### src/hdl/zrvd_pkg.sv
`default_nettype none

package zrvd_pkg;

  localparam int unsigned MAX_LEAVES = 4096;
  localparam int unsigned LeafW = 13;
  localparam int unsigned LenW = 10;
  localparam int unsigned RowCapRaw = (MAX_LEAVES + 7) / 8;
  localparam int unsigned RowCapLim = (RowCapRaw > 512) ? 512 : RowCapRaw;
  localparam int unsigned RowCap = (RowCapLim == 0) ? 1 : RowCapLim;

  localparam logic [7:0] ByteOnes = 8'hFF;
  localparam logic [7:0] ByteZero = 8'h00;

  typedef struct packed {
    logic       action;
    logic [7:0] data_byte;
  } in_t;

  typedef struct packed {
    logic [63:0] row_word;
    logic [5:0]  word_index;
    logic [3:0]  bytes_valid;
    logic        last_of_row;
  } out_t;

  typedef enum logic [1:0] {
    ST_IDLE,
    ST_RUN,
    ST_FILL
  } state_e;

  typedef enum logic [1:0] {
    SEL_LITERAL,
    SEL_ZERO,
    SEL_ONES
  } byte_sel_e;

  typedef struct packed {
    logic      push;
    byte_sel_e byte_sel;
    logic      clear_row;
    logic      load_cnt;
    logic      set_expect;
    logic      clr_expect;
  } dp_cmd_t;

  typedef struct packed {
    logic can_push;
    logic row_last;
    logic cnt_one;
    logic expect_count;
  } dp_stat_t;

  // row length in bytes: ceil(leaves/8), zero taken as one leaf, capped
  function automatic logic [LenW-1:0] row_length(input logic [LeafW-1:0] leaves);
    logic [LeafW:0] sum;
    logic [LeafW:0] len;
    sum = (leaves == '0) ? (LeafW+1)'(8) : ({1'b0, leaves} + (LeafW+1)'(7));
    len = sum >> 3;
    if (len > (LeafW+1)'(RowCap)) begin
      len = (LeafW+1)'(RowCap);
    end
    return len[LenW-1:0];
  endfunction

endpackage

`default_nettype wire

### src/hdl/zero_run_visibility_decoder.sv
// output: a word completed by a literal byte is registered, shown the cycle after its beat
// throughput: one literal byte per cycle, held off by output stalls; runs and fills push
//   one row byte per cycle, also held off by output stalls, through the single byte-insert
//   datapath; input stalls while a run of n zeros is pushed (fewer where the row ends first)
//   or while a fill pushes the row length, ceil(leaf_count/8), zero as one leaf, capped at 512
// reset: asynchronous active low; clears decoder state and sets leaf_count to 4096
`default_nettype none

module zero_run_visibility_decoder (
  input  wire                   clk_i,
  input  wire                   rst_ni,
  // compressed byte stream
  input  wire                   in_valid_i,
  output logic                  in_stall_o,
  input  wire  zrvd_pkg::in_t   in_data_i,
  // decompressed row words
  output logic                  out_valid_o,
  input  wire                   out_stall_i,
  output       zrvd_pkg::out_t  out_data_o,
  // configuration port
  input  wire                   psel,
  input  wire                   penable,
  input  wire                   pwrite,
  input  wire  logic [2:0]      paddr,
  input  wire  logic [31:0]     pwdata,
  output logic [31:0]           prdata,
  output logic                  pready
);

  // leaf count register, the only one, decoded at byte addresses 0 to 3 (paddr[2] low)
  logic [zrvd_pkg::LeafW-1:0] leaf_count_q, leaf_count_d;
  logic                       cfg_wr;

  assign pready = 1'b1;
  assign cfg_wr = psel && penable && pwrite && (paddr[2] == 1'b0);

  always_comb begin
    leaf_count_d = leaf_count_q;
    if (cfg_wr) begin
      leaf_count_d = pwdata[zrvd_pkg::LeafW-1:0];
    end
  end

  always_ff @(posedge clk_i or negedge rst_ni) begin
    if (!rst_ni) begin
      leaf_count_q <= zrvd_pkg::LeafW'(4096);
    end else begin
      leaf_count_q <= leaf_count_d;
    end
  end

  // reads of any address with paddr[2] set give zero
  assign prdata = (paddr[2] == 1'b0) ? {{(32 - zrvd_pkg::LeafW){1'b0}}, leaf_count_q} : 32'd0;

  // controller and datapath talk only through command and status groups
  zrvd_pkg::dp_cmd_t  cmd;
  zrvd_pkg::dp_stat_t stat;

  zrvd_ctrl u_ctrl (
    .clk_i      (clk_i),
    .rst_ni     (rst_ni),
    .in_valid_i (in_valid_i),
    .in_data_i  (in_data_i),
    .in_stall_o (in_stall_o),
    .stat_i     (stat),
    .cmd_o      (cmd)
  );

  // byte insert, row counters and the output word register
  zrvd_datapath u_datapath (
    .clk_i        (clk_i),
    .rst_ni       (rst_ni),
    .leaf_count_i (leaf_count_q),
    .data_byte_i  (in_data_i.data_byte),
    .cmd_i        (cmd),
    .stat_o       (stat),
    .out_valid_o  (out_valid_o),
    .out_stall_i  (out_stall_i),
    .out_data_o   (out_data_o)
  );

  // a word that does not close the row is always full
  assert property (@(posedge clk_i) disable iff (!rst_ni)
    (out_valid_o && !out_data_o.last_of_row) |-> (out_data_o.bytes_valid == 4'd8))
    else $error("short word before row end");

  // byte count of a word stays in one to eight
  assert property (@(posedge clk_i) disable iff (!rst_ni)
    out_valid_o |-> ((out_data_o.bytes_valid != 4'd0) && (out_data_o.bytes_valid <= 4'd8)))
    else $error("bytes_valid out of range");

  // a fill beat holds off the next beat while the row is produced
  assert property (@(posedge clk_i) disable iff (!rst_ni)
    (in_valid_i && !in_stall_o && in_data_i.action) |=> in_stall_o)
    else $error("input taken during fill");

endmodule

`default_nettype wire

### src/hdl/zrvd_datapath.sv
`default_nettype none

module zrvd_datapath (
  input  wire                             clk_i,
  input  wire                             rst_ni,
  input  wire  logic [zrvd_pkg::LeafW-1:0] leaf_count_i,
  input  wire  logic [7:0]                data_byte_i,
  input  wire  zrvd_pkg::dp_cmd_t         cmd_i,
  output       zrvd_pkg::dp_stat_t        stat_o,
  output logic                            out_valid_o,
  input  wire                             out_stall_i,
  output       zrvd_pkg::out_t            out_data_o
);

  logic [63:0]               buf_q, buf_d;
  logic [2:0]                slot_q, slot_d;
  logic [zrvd_pkg::LenW-1:0] rbd_q, rbd_d;
  logic [7:0]                cnt_q, cnt_d;
  logic                      expect_q, expect_d;
  logic                      ovalid_q, ovalid_d;
  zrvd_pkg::out_t            odata_q, odata_d;

  logic [zrvd_pkg::LenW-1:0] len;
  logic [zrvd_pkg::LenW-1:0] rbd_next;
  logic                      last;
  logic                      emit;
  logic                      can_push;
  logic [7:0]                b_sel;
  logic [63:0]               merged;

  assign len      = zrvd_pkg::row_length(leaf_count_i);
  assign rbd_next = rbd_q + zrvd_pkg::LenW'(1);
  assign last     = (rbd_next >= len);
  assign emit     = (slot_q == 3'd7) || last;
  assign can_push = !ovalid_q || !out_stall_i;

  always_comb begin
    case (cmd_i.byte_sel)
      zrvd_pkg::SEL_LITERAL: b_sel = data_byte_i;
      zrvd_pkg::SEL_ZERO:    b_sel = zrvd_pkg::ByteZero;
      zrvd_pkg::SEL_ONES:    b_sel = zrvd_pkg::ByteOnes;
      default:               b_sel = zrvd_pkg::ByteZero;
    endcase
  end

  assign merged = buf_q | (64'(b_sel) << {slot_q, 3'b000});

  always_comb begin
    buf_d    = buf_q;
    slot_d   = slot_q;
    rbd_d    = rbd_q;
    cnt_d    = cnt_q;
    expect_d = expect_q;
    ovalid_d = ovalid_q && out_stall_i;
    odata_d  = odata_q;

    if (cmd_i.clear_row) begin
      buf_d  = '0;
      slot_d = '0;
      rbd_d  = '0;
    end
    if (cmd_i.set_expect) begin
      expect_d = 1'b1;
    end
    if (cmd_i.clr_expect) begin
      expect_d = 1'b0;
    end
    if (cmd_i.load_cnt) begin
      cnt_d = data_byte_i;
    end
    if (cmd_i.push) begin
      if (cmd_i.byte_sel == zrvd_pkg::SEL_ZERO) begin
        cnt_d = cnt_q - 8'd1;
      end
      if (emit) begin
        ovalid_d            = 1'b1;
        odata_d.row_word    = merged;
        odata_d.word_index  = rbd_q[8:3];
        odata_d.bytes_valid = {1'b0, slot_q} + 4'd1;
        odata_d.last_of_row = last;
        buf_d  = '0;
        slot_d = '0;
        rbd_d  = last ? '0 : rbd_next;
      end else begin
        buf_d  = merged;
        slot_d = slot_q + 3'd1;
        rbd_d  = rbd_next;
      end
    end
  end

  always_ff @(posedge clk_i or negedge rst_ni) begin
    if (!rst_ni) begin
      buf_q    <= '0;
      slot_q   <= '0;
      rbd_q    <= '0;
      cnt_q    <= '0;
      expect_q <= 1'b0;
      ovalid_q <= 1'b0;
    end else begin
      buf_q    <= buf_d;
      slot_q   <= slot_d;
      rbd_q    <= rbd_d;
      cnt_q    <= cnt_d;
      expect_q <= expect_d;
      ovalid_q <= ovalid_d;
    end
  end

  always_ff @(posedge clk_i) begin
    odata_q <= odata_d;
  end

  assign stat_o.can_push     = can_push;
  assign stat_o.row_last     = last;
  assign stat_o.cnt_one      = (cnt_q == 8'd1);
  assign stat_o.expect_count = expect_q;
  assign out_valid_o         = ovalid_q;
  assign out_data_o          = odata_q;

endmodule

`default_nettype wire

### src/hdl/zrvd_ctrl.sv
`default_nettype none

module zrvd_ctrl (
  input  wire                       clk_i,
  input  wire                       rst_ni,
  input  wire                       in_valid_i,
  input  wire  zrvd_pkg::in_t       in_data_i,
  output logic                      in_stall_o,
  input  wire  zrvd_pkg::dp_stat_t  stat_i,
  output       zrvd_pkg::dp_cmd_t   cmd_o
);

  zrvd_pkg::state_e state_q, state_d;
  logic             accept;

  assign in_stall_o = (state_q != zrvd_pkg::ST_IDLE) || !stat_i.can_push;
  assign accept     = in_valid_i && !in_stall_o;

  // next state
  always_comb begin
    state_d = state_q;
    case (state_q)
      zrvd_pkg::ST_IDLE: begin
        if (accept) begin
          if (in_data_i.action) begin
            state_d = zrvd_pkg::ST_FILL;
          end else if (stat_i.expect_count && (in_data_i.data_byte != 8'd0)) begin
            state_d = zrvd_pkg::ST_RUN;
          end
        end
      end
      zrvd_pkg::ST_RUN: begin
        if (stat_i.can_push && (stat_i.row_last || stat_i.cnt_one)) begin
          state_d = zrvd_pkg::ST_IDLE;
        end
      end
      zrvd_pkg::ST_FILL: begin
        if (stat_i.can_push && stat_i.row_last) begin
          state_d = zrvd_pkg::ST_IDLE;
        end
      end
      default: state_d = zrvd_pkg::ST_IDLE;
    endcase
  end

  // commands
  always_comb begin
    cmd_o          = '0;
    cmd_o.byte_sel = zrvd_pkg::SEL_LITERAL;
    case (state_q)
      zrvd_pkg::ST_IDLE: begin
        if (accept) begin
          if (in_data_i.action) begin
            cmd_o.clear_row  = 1'b1;
            cmd_o.clr_expect = 1'b1;
          end else if (stat_i.expect_count) begin
            cmd_o.clr_expect = 1'b1;
            cmd_o.load_cnt   = (in_data_i.data_byte != 8'd0);
          end else if (in_data_i.data_byte == 8'd0) begin
            cmd_o.set_expect = 1'b1;
          end else begin
            cmd_o.push = 1'b1;
          end
        end
      end
      zrvd_pkg::ST_RUN: begin
        cmd_o.byte_sel = zrvd_pkg::SEL_ZERO;
        cmd_o.push     = stat_i.can_push;
      end
      zrvd_pkg::ST_FILL: begin
        cmd_o.byte_sel = zrvd_pkg::SEL_ONES;
        cmd_o.push     = stat_i.can_push;
      end
      default: cmd_o = '0;
    endcase
  end

  always_ff @(posedge clk_i or negedge rst_ni) begin
    if (!rst_ni) begin
      state_q <= zrvd_pkg::ST_IDLE;
    end else begin
      state_q <= state_d;
    end
  end

endmodule

`default_nettype wire

### config.mk
export PLATFORM = sky130hd
export DESIGN_NAME = zero_run_visibility_decoder
export DESIGN_NICKNAME = d
export VERILOG_FILES = /design/src/hdl/zrvd_pkg.sv /design/src/hdl/zero_run_visibility_decoder.sv /design/src/hdl/zrvd_datapath.sv /design/src/hdl/zrvd_ctrl.sv
export SDC_FILE = /design/constraint.sdc
export NUM_CORES = 1
export LEC_CHECK = 0
export BUFFER_PORTS_ARGS = -buffer_cell sky130_fd_sc_hd__buf_4
export CORE_AREA = 2 2 167 87
export DETAILED_ROUTE_END_ITERATION = 7
export DIE_AREA = 0 0 169 89
export PLACE_DENSITY = 0.95
export SLEW_MARGIN = 25
export SYNTH_ARGS = -nofsm -noshare
export SYNTH_HDL_FRONTEND = slang
export SYNTH_SLANG_ARGS = --single-unit
### constraint.sdc
create_clock -name clk_i -period 17.6 [get_ports clk_i]
set_clock_uncertainty 0.1 [all_clocks]
set_input_delay 0 -clock clk_i [delete_from_list [all_inputs] [get_ports clk_i]]
set_output_delay 0 -clock clk_i [all_outputs]
set_load 0.01 [all_outputs]
# == Yosys cells after proc, flatten, opt, wreduce, memory -nomap -nowiden ==
# Cells that the tools add are included.
# W data, S select, Z words.
# classes
n_eq_ne,10
n_mux,42
order_cmp,2
n_reduce_logical,27
bitwise,2
n_shift,1
addsub,5
# op_table
operator,count
$mux W64,3
$or A64 B64 Y64,1
$shl A8 B6 Y64,1
$mux W10,5
$mux W8,3
$pmux W8 S2,1
$add A13 B3 Y14 const B,1
$mux W1,14
$mux W14,1
$logic_not A13 Y1,1
$mux W13,1
$mux W2,6
$gt A11 B10 Y1 const B,1
$add A10 B1 Y10 const B,1
$ge A10 B10 Y1,1
$mux W3,3
$eq A8 B1 Y1 const B,1
$logic_and A1 B1 Y1,8
$logic_not A8 Y1,1
$mux W4,2
$reduce_bool A8 Y1,1
$sub A8 B1 Y8 const B,1
$ne A2 B1 Y1 const B,3
$pmux W2 S3,1
other kinds (16),27
# word_totals
regBits,177
elab_cells,101
output_inout_bits,110
in_bits,51

# == Depth between registers and ports, before layout ==
# logic_depth
depth_word,11
ltp_mapped,13
mapped_depth_nobuf,11

# == By module ==
# From an unflattened synthesis, not the netlist that was laid out.
# hier_totals
hier_cells,746
area_unflattened_um2,8180.3
# modules_own_cells
mod,seq_area_each_um2,n_inst,area_each_um2,cells_per_inst
zrvd_datapath,4429.2,1,7061.8,643
zero_run_visibility_decoder,326.6,1,792.0,64
zrvd_ctrl,50.0,1,326.6,39

# == Worst setup path after synthesis ==
# OpenSTA, ideal clock, no wires.
# synth_path
kind,register to register
from,register leaf_count_q[3] (netlist name)
to,"register u_datapath.odata_q, in the netlist u_datapath.out_data_o[0] (enable)"
period_less_slack_ns,6.415
setup_time_ns,0.509
t_required_ns,16.991
path_buffers,0
arrival_ns,5.806
slack_ns,11.185
stages_incl_launch_ff,10
cell_sequence,dfrtp_1 or4_1 nor4_1 nand2b_1 nand2_1 ha_1 nand4_1 o311ai_1 nor3_1 nor2_1
# synth_via
elab_chain_len,7
word_cells_on_any_way,8
classes_between,add/sub: 1; order compare: 2; mux: 2; reduce/logical: 3
# synth_lines
item,line,rtl
from (decl),zero_run_visibility_decoder.sv:31,"logic [zrvd_pkg::LeafW-1:0] leaf_count_q, leaf_count_d;"
from (signal assigned),zero_run_visibility_decoder.sv:46,leaf_count_q <= zrvd_pkg::LeafW'(4096);
from (signal assigned),zero_run_visibility_decoder.sv:48,leaf_count_q <= leaf_count_d;
$add A13 B3 Y14 or $logic_not A13 Y1 (tied branches),zrvd_pkg.sv:59,"sum = (leaves == '0) ? (LeafW+1)'(8) : ({1'b0, leaves} + (LeafW+1)'(7));"
$mux W14 (*),zrvd_pkg.sv:59,
$gt A11 B10 Y1,zrvd_pkg.sv:61,if (len > (LeafW+1)'(RowCap)) begin
$mux W10 (*),zrvd_pkg.sv:61,
$ge A10 B10 Y1 (*),zrvd_datapath.sv:33,assign last = (rbd_next >= len);
$logic_or A1 B1 Y1 (*),zrvd_datapath.sv:34,assign emit = (slot_q == 3'd7) || last;
$reduce_and A2 Y1 (no line) (*),-,
to (signal assigned),zrvd_datapath.sv:111,odata_q <= odata_d;
to (decl),zrvd_datapath.sv:21,"zrvd_pkg::out_t odata_q, odata_d;"
# Every way passes the cells marked *; elsewhere a longest branch is shown, timed or not.
# A chain may end at the register's enable or synchronous reset.

# == Final worst setup path ==
# layout_path
from,register leaf_count_q[3] (netlist name)
to,"register u_datapath.odata_q, in the netlist u_datapath.out_data_o[67] (enable)"
# Same word-level chain as after synthesis.

==> Implementation_results.wiki <==
{| class="wikitable"
! Metric !! Value
|-
| Worst vdd rail ir drop || ~0.11 mV
|-
| Post-DR vias/cell || around 6.2
|-
| RSZ-0062 raised after global routing || false
|-
| Final standard cell utilization of the core || 72.7%
|-
| Most frequent cells after synthesis || dfrtp_1 (101), a22o_1 (77), edfxtp_1 (75)
|-
| Total wirelength of the detailed-routed design || about 19,000 µm
|-
| Synth warnings || 0
|-
| Total Nets Final || a little over 800
|-
| Core Footprint || around 0.013 mm²
|-
| Actual transition at the worst max-transition pin || approximately 1.1 ns
|-
| Worst Hold Margin || 0.247 ns
|-
| Total routing usage reported by global routing || between 20% and 30%
|-
| Worst-path fanout max || 38
|-
| Remaining antenna violation count || 0
|-
| Total non-filler cell area in the finished layout || between 0.009 and 0.01 mm²
|-
| Filler Cell Count || 815
|-
| Largest area contributor in the netlist || dfrtp_1
|-
| Leakage power summed over all cells || approximately 4.7 nW
|-
| Dominant cells by area after synthesis || dfrtp_1 (32%), edfxtp_1 (28%), a22o_1 (8.5%), a21o_1 (5.8%), ha_1 (3.0%)
|-
| Final standard cell count with taps included and fillers excluded || about 930
|-
| TritonCTS clock tree || yes
|-
| Asr flop ratio synth || a little under 60%
|-
| Site Rows || 30
|-
| Number of detailed-routing iterations run before antenna repair || 5
|-
| Critical Path Start Type || register
|-
| Number of buffers added by the clock tree synthesis step || 17
|-
| CP Capture Type || register
|-
| Fraction of the yosys area taken by sequential cells || about three fifths
|-
| Final setup violation count || 0
|-
| Count of inserted antenna diode cells || 0
|-
| Vias in the first global route || roughly 5,900
|-
| Cells after synthesis || 593
|-
| Per-cell routed wire length || between 20 and 25 µm
|-
| Arrival time at the worst endpoint || 4.26 ns
|-
| Yosys top cell area share || a little under a third
|-
| Detailed Place HPWL || about 11,000 µm
|-
| Final worst path period share || 24.4%
|-
| Final Max Tran Viols || 0
|-
| Final hold violation count || 0
|-
| I/O pin count || between 150 and 200
|-
| Status || finished clean
|-
| Quantity of I/O buffers inserted on ports || ~120
|-
| Clk slew on worst S/H paths || approximately 0.070 ns
|-
| Data required time of the critical path || approximately 18 ns
|-
| Global-route wire length before repair || ~31,000 µm
|-
| Rel. slew slack || between 20 and 30%
|-
| Primary FF master, synth || dfrtp_1
|-
| Clk_lat worst skew || between 0.4 and 0.5 ns
|-
| Final weighted congestion of routability-driven global placement || about 0.89
|-
| Max Root-Sink Buffers || 2
|-
| Worst-case register-to-register setup slack || 13.30 ns
|-
| Number of enable-type register cells in the synthesized netlist || 75
|-
| Initial Utilization || roughly three fifths
|-
| Total power divided by cell area || between 150 and 200 mW/mm²
|-
| Count of routing violations after the opening detailed-route iteration || about 530
|-
| Congestion Overflow GR || 0
|-
| H-tree levels || 4
|-
| Die Footprint || 0.0150 mm²
|-
| Most frequently used cell type in the post-synthesis netlist || dfrtp_1
|-
| Cell area after technology mapping || 0.00791 mm²
|-
| Clock sink count || between 150 and 200
|-
| Period minus WS final || about 4.3 ns
|-
| Synth-to-layout area growth || 23.5%
|-
| Layout cells sized above 1 || between 20% and 30%
|-
| Standard cell area after detailed placement || about 0.0088 mm²
|-
| Placed insts || a little under 900
|-
| Number of synthesized register bits || 177
|-
| Pin count of the biggest net entering global routing || 80
|-
| Setup Buffers After CTS || 0
|-
| Avg Inst Size Synth || between 10 and 15 µm²
|-
| Die Height || 89 µm
|-
| Total negative slack for setup checks || 0 ns
|-
| Number of distinct standard cells referenced by the synthesized netlist || 55
|-
| Worst Path Class, Setup || reg2reg
|-
| Overall via count from detail_route || between 5,000 and 6,000
|-
| Maximum clock rate || 0.232 GHz
|-
| Die width || about 170 µm
|-
| Number of remaining DRC errors || 0
|-
| Path category of the worst min-delay check || in2reg
|-
| Number of antenna violations at the first check in global routing || 0
|-
| Clock root cell || clkbuf_16
|-
| MaxCap Viol Count || 0
|}
cell families (layout without fill, tap and decap cells):
kind of cell	after synthesis	count (layout)	share of synthesized area [%]
compound gates	185	185	19.0
flops	177	177	60.8
simple gates	114	114	8.01
buf+inv	59	199	4.42
fa+ha+maj	19	19	3.01
mux	19	19	2.64
xor+xnor	18	18	1.99
other cells	2	20	0.0950
placed cells by master (no fill, tap or decap), drive strengths merged, types with 12 or more instances in the layout:
| cell | count |
|---|---|
| a21oi | 13 |
| nor2 | 20 |
| nor2b | 14 |
| a22o | 77 |
| dfrtp | 101 |
| nand2 | 17 |
| edfxtp | 75 |
| buf | 125 |
| nor3 | 17 |
| inv | 20 |
| dlygate4sd3 | 28 |
| mux2 | 15 |
| ha | 19 |
| clkbuf | 17 |
| conb | 20 |
| nand3 | 12 |
| a21o | 61 |
final timing paths:
path | start | to | depth (start not counted)
setup / recovery | leaf_count_q[3] | u_datapath.out_data_o[67] | 10
max in group asynchronous | rst_ni | u_datapath.buf_q[42] | 4
hold reg to reg | u_datapath.buf_q[11] | u_datapath.buf_q[11] | 1
min in group asynchronous | rst_ni | leaf_count_q[12] | 3
setup reg to reg | leaf_count_q[3] | u_datapath.out_data_o[67] | 10
hold / removal | pwdata[12] | leaf_count_q[12] | 3
through the flow:
step	setup WS, ns	power (mW)
2_1_floorplan	11.19	1.02
3_3_place_gp	12.70	1.15
3_5_place_dp	12.50	1.18
4_1_cts	12.48	1.58
5_1_grt	13.02	1.67
6_report	13.30	1.59
metal layers:
metal  vias to the layer above  part of all wire, %  GRT usage, %
li1                       2530                    -             -
met1                      2826                   39          33.6
met2                       338                   49          45.4
met3                        68                  8.9          6.91
met4                         0                  3.1          12.7
met5                         -                    0             0
state kept, by name, indices dropped and copies added (netlist names):
signal                  count
u_datapath.cnt_q            8
u_datapath.slot_q           3
u_datapath.rbd_q           10
u_datapath.out_data_o      75
leaf_count_q               13
u_datapath.out_valid_o      1
u_ctrl.state_q              2
u_datapath.expect_q         1
u_datapath.buf_q           64
power breakdown:
part / switching [mW] / internal [mW] / total (mW) / leakage, nW
Sequential: 0.0762 / 0.564 / 0.640 / 2.04
Combinational: 0.345 / 0.228 / 0.573 / 2.32
Clock: 0.187 / 0.193 / 0.380 / 0.295
Total: 0.608 / 0.985 / 1.59 / 4.66
what timing repair did:
item	in CTS	in global routing
hold endpoints to repair	47	0
hold buffers	29	0
resized for setup	0	0
setup endpoints to repair	0	0
cell type report:
class	instances	area (µm²)	share of cell area, %
Timing Repair Buffer	153	1230	12.6
Sequential cell	177	4810	49.2
Multi-Input combinational cell	375	2850	29.1
Tap cell	176	220	2.25
Inverter	14	52.6	0.538
Clock buffer	17	425	4.36
Clock inverter	15	184	1.88
worst max-delay path, cell delays in order (launching register included):
cell	delay (ns)
dfrtp_1	0.43
or4_1	0.53
nor4_1	0.41
nand2b_1	0.22
nand2_1	0.08
ha_1	0.30
nand4_1	0.12
o311ai_2	0.63
nor3_1	0.19
nor2_4	0.37
buf_4	0.53
Note: power is estimated with default switching activity, not from simulation.
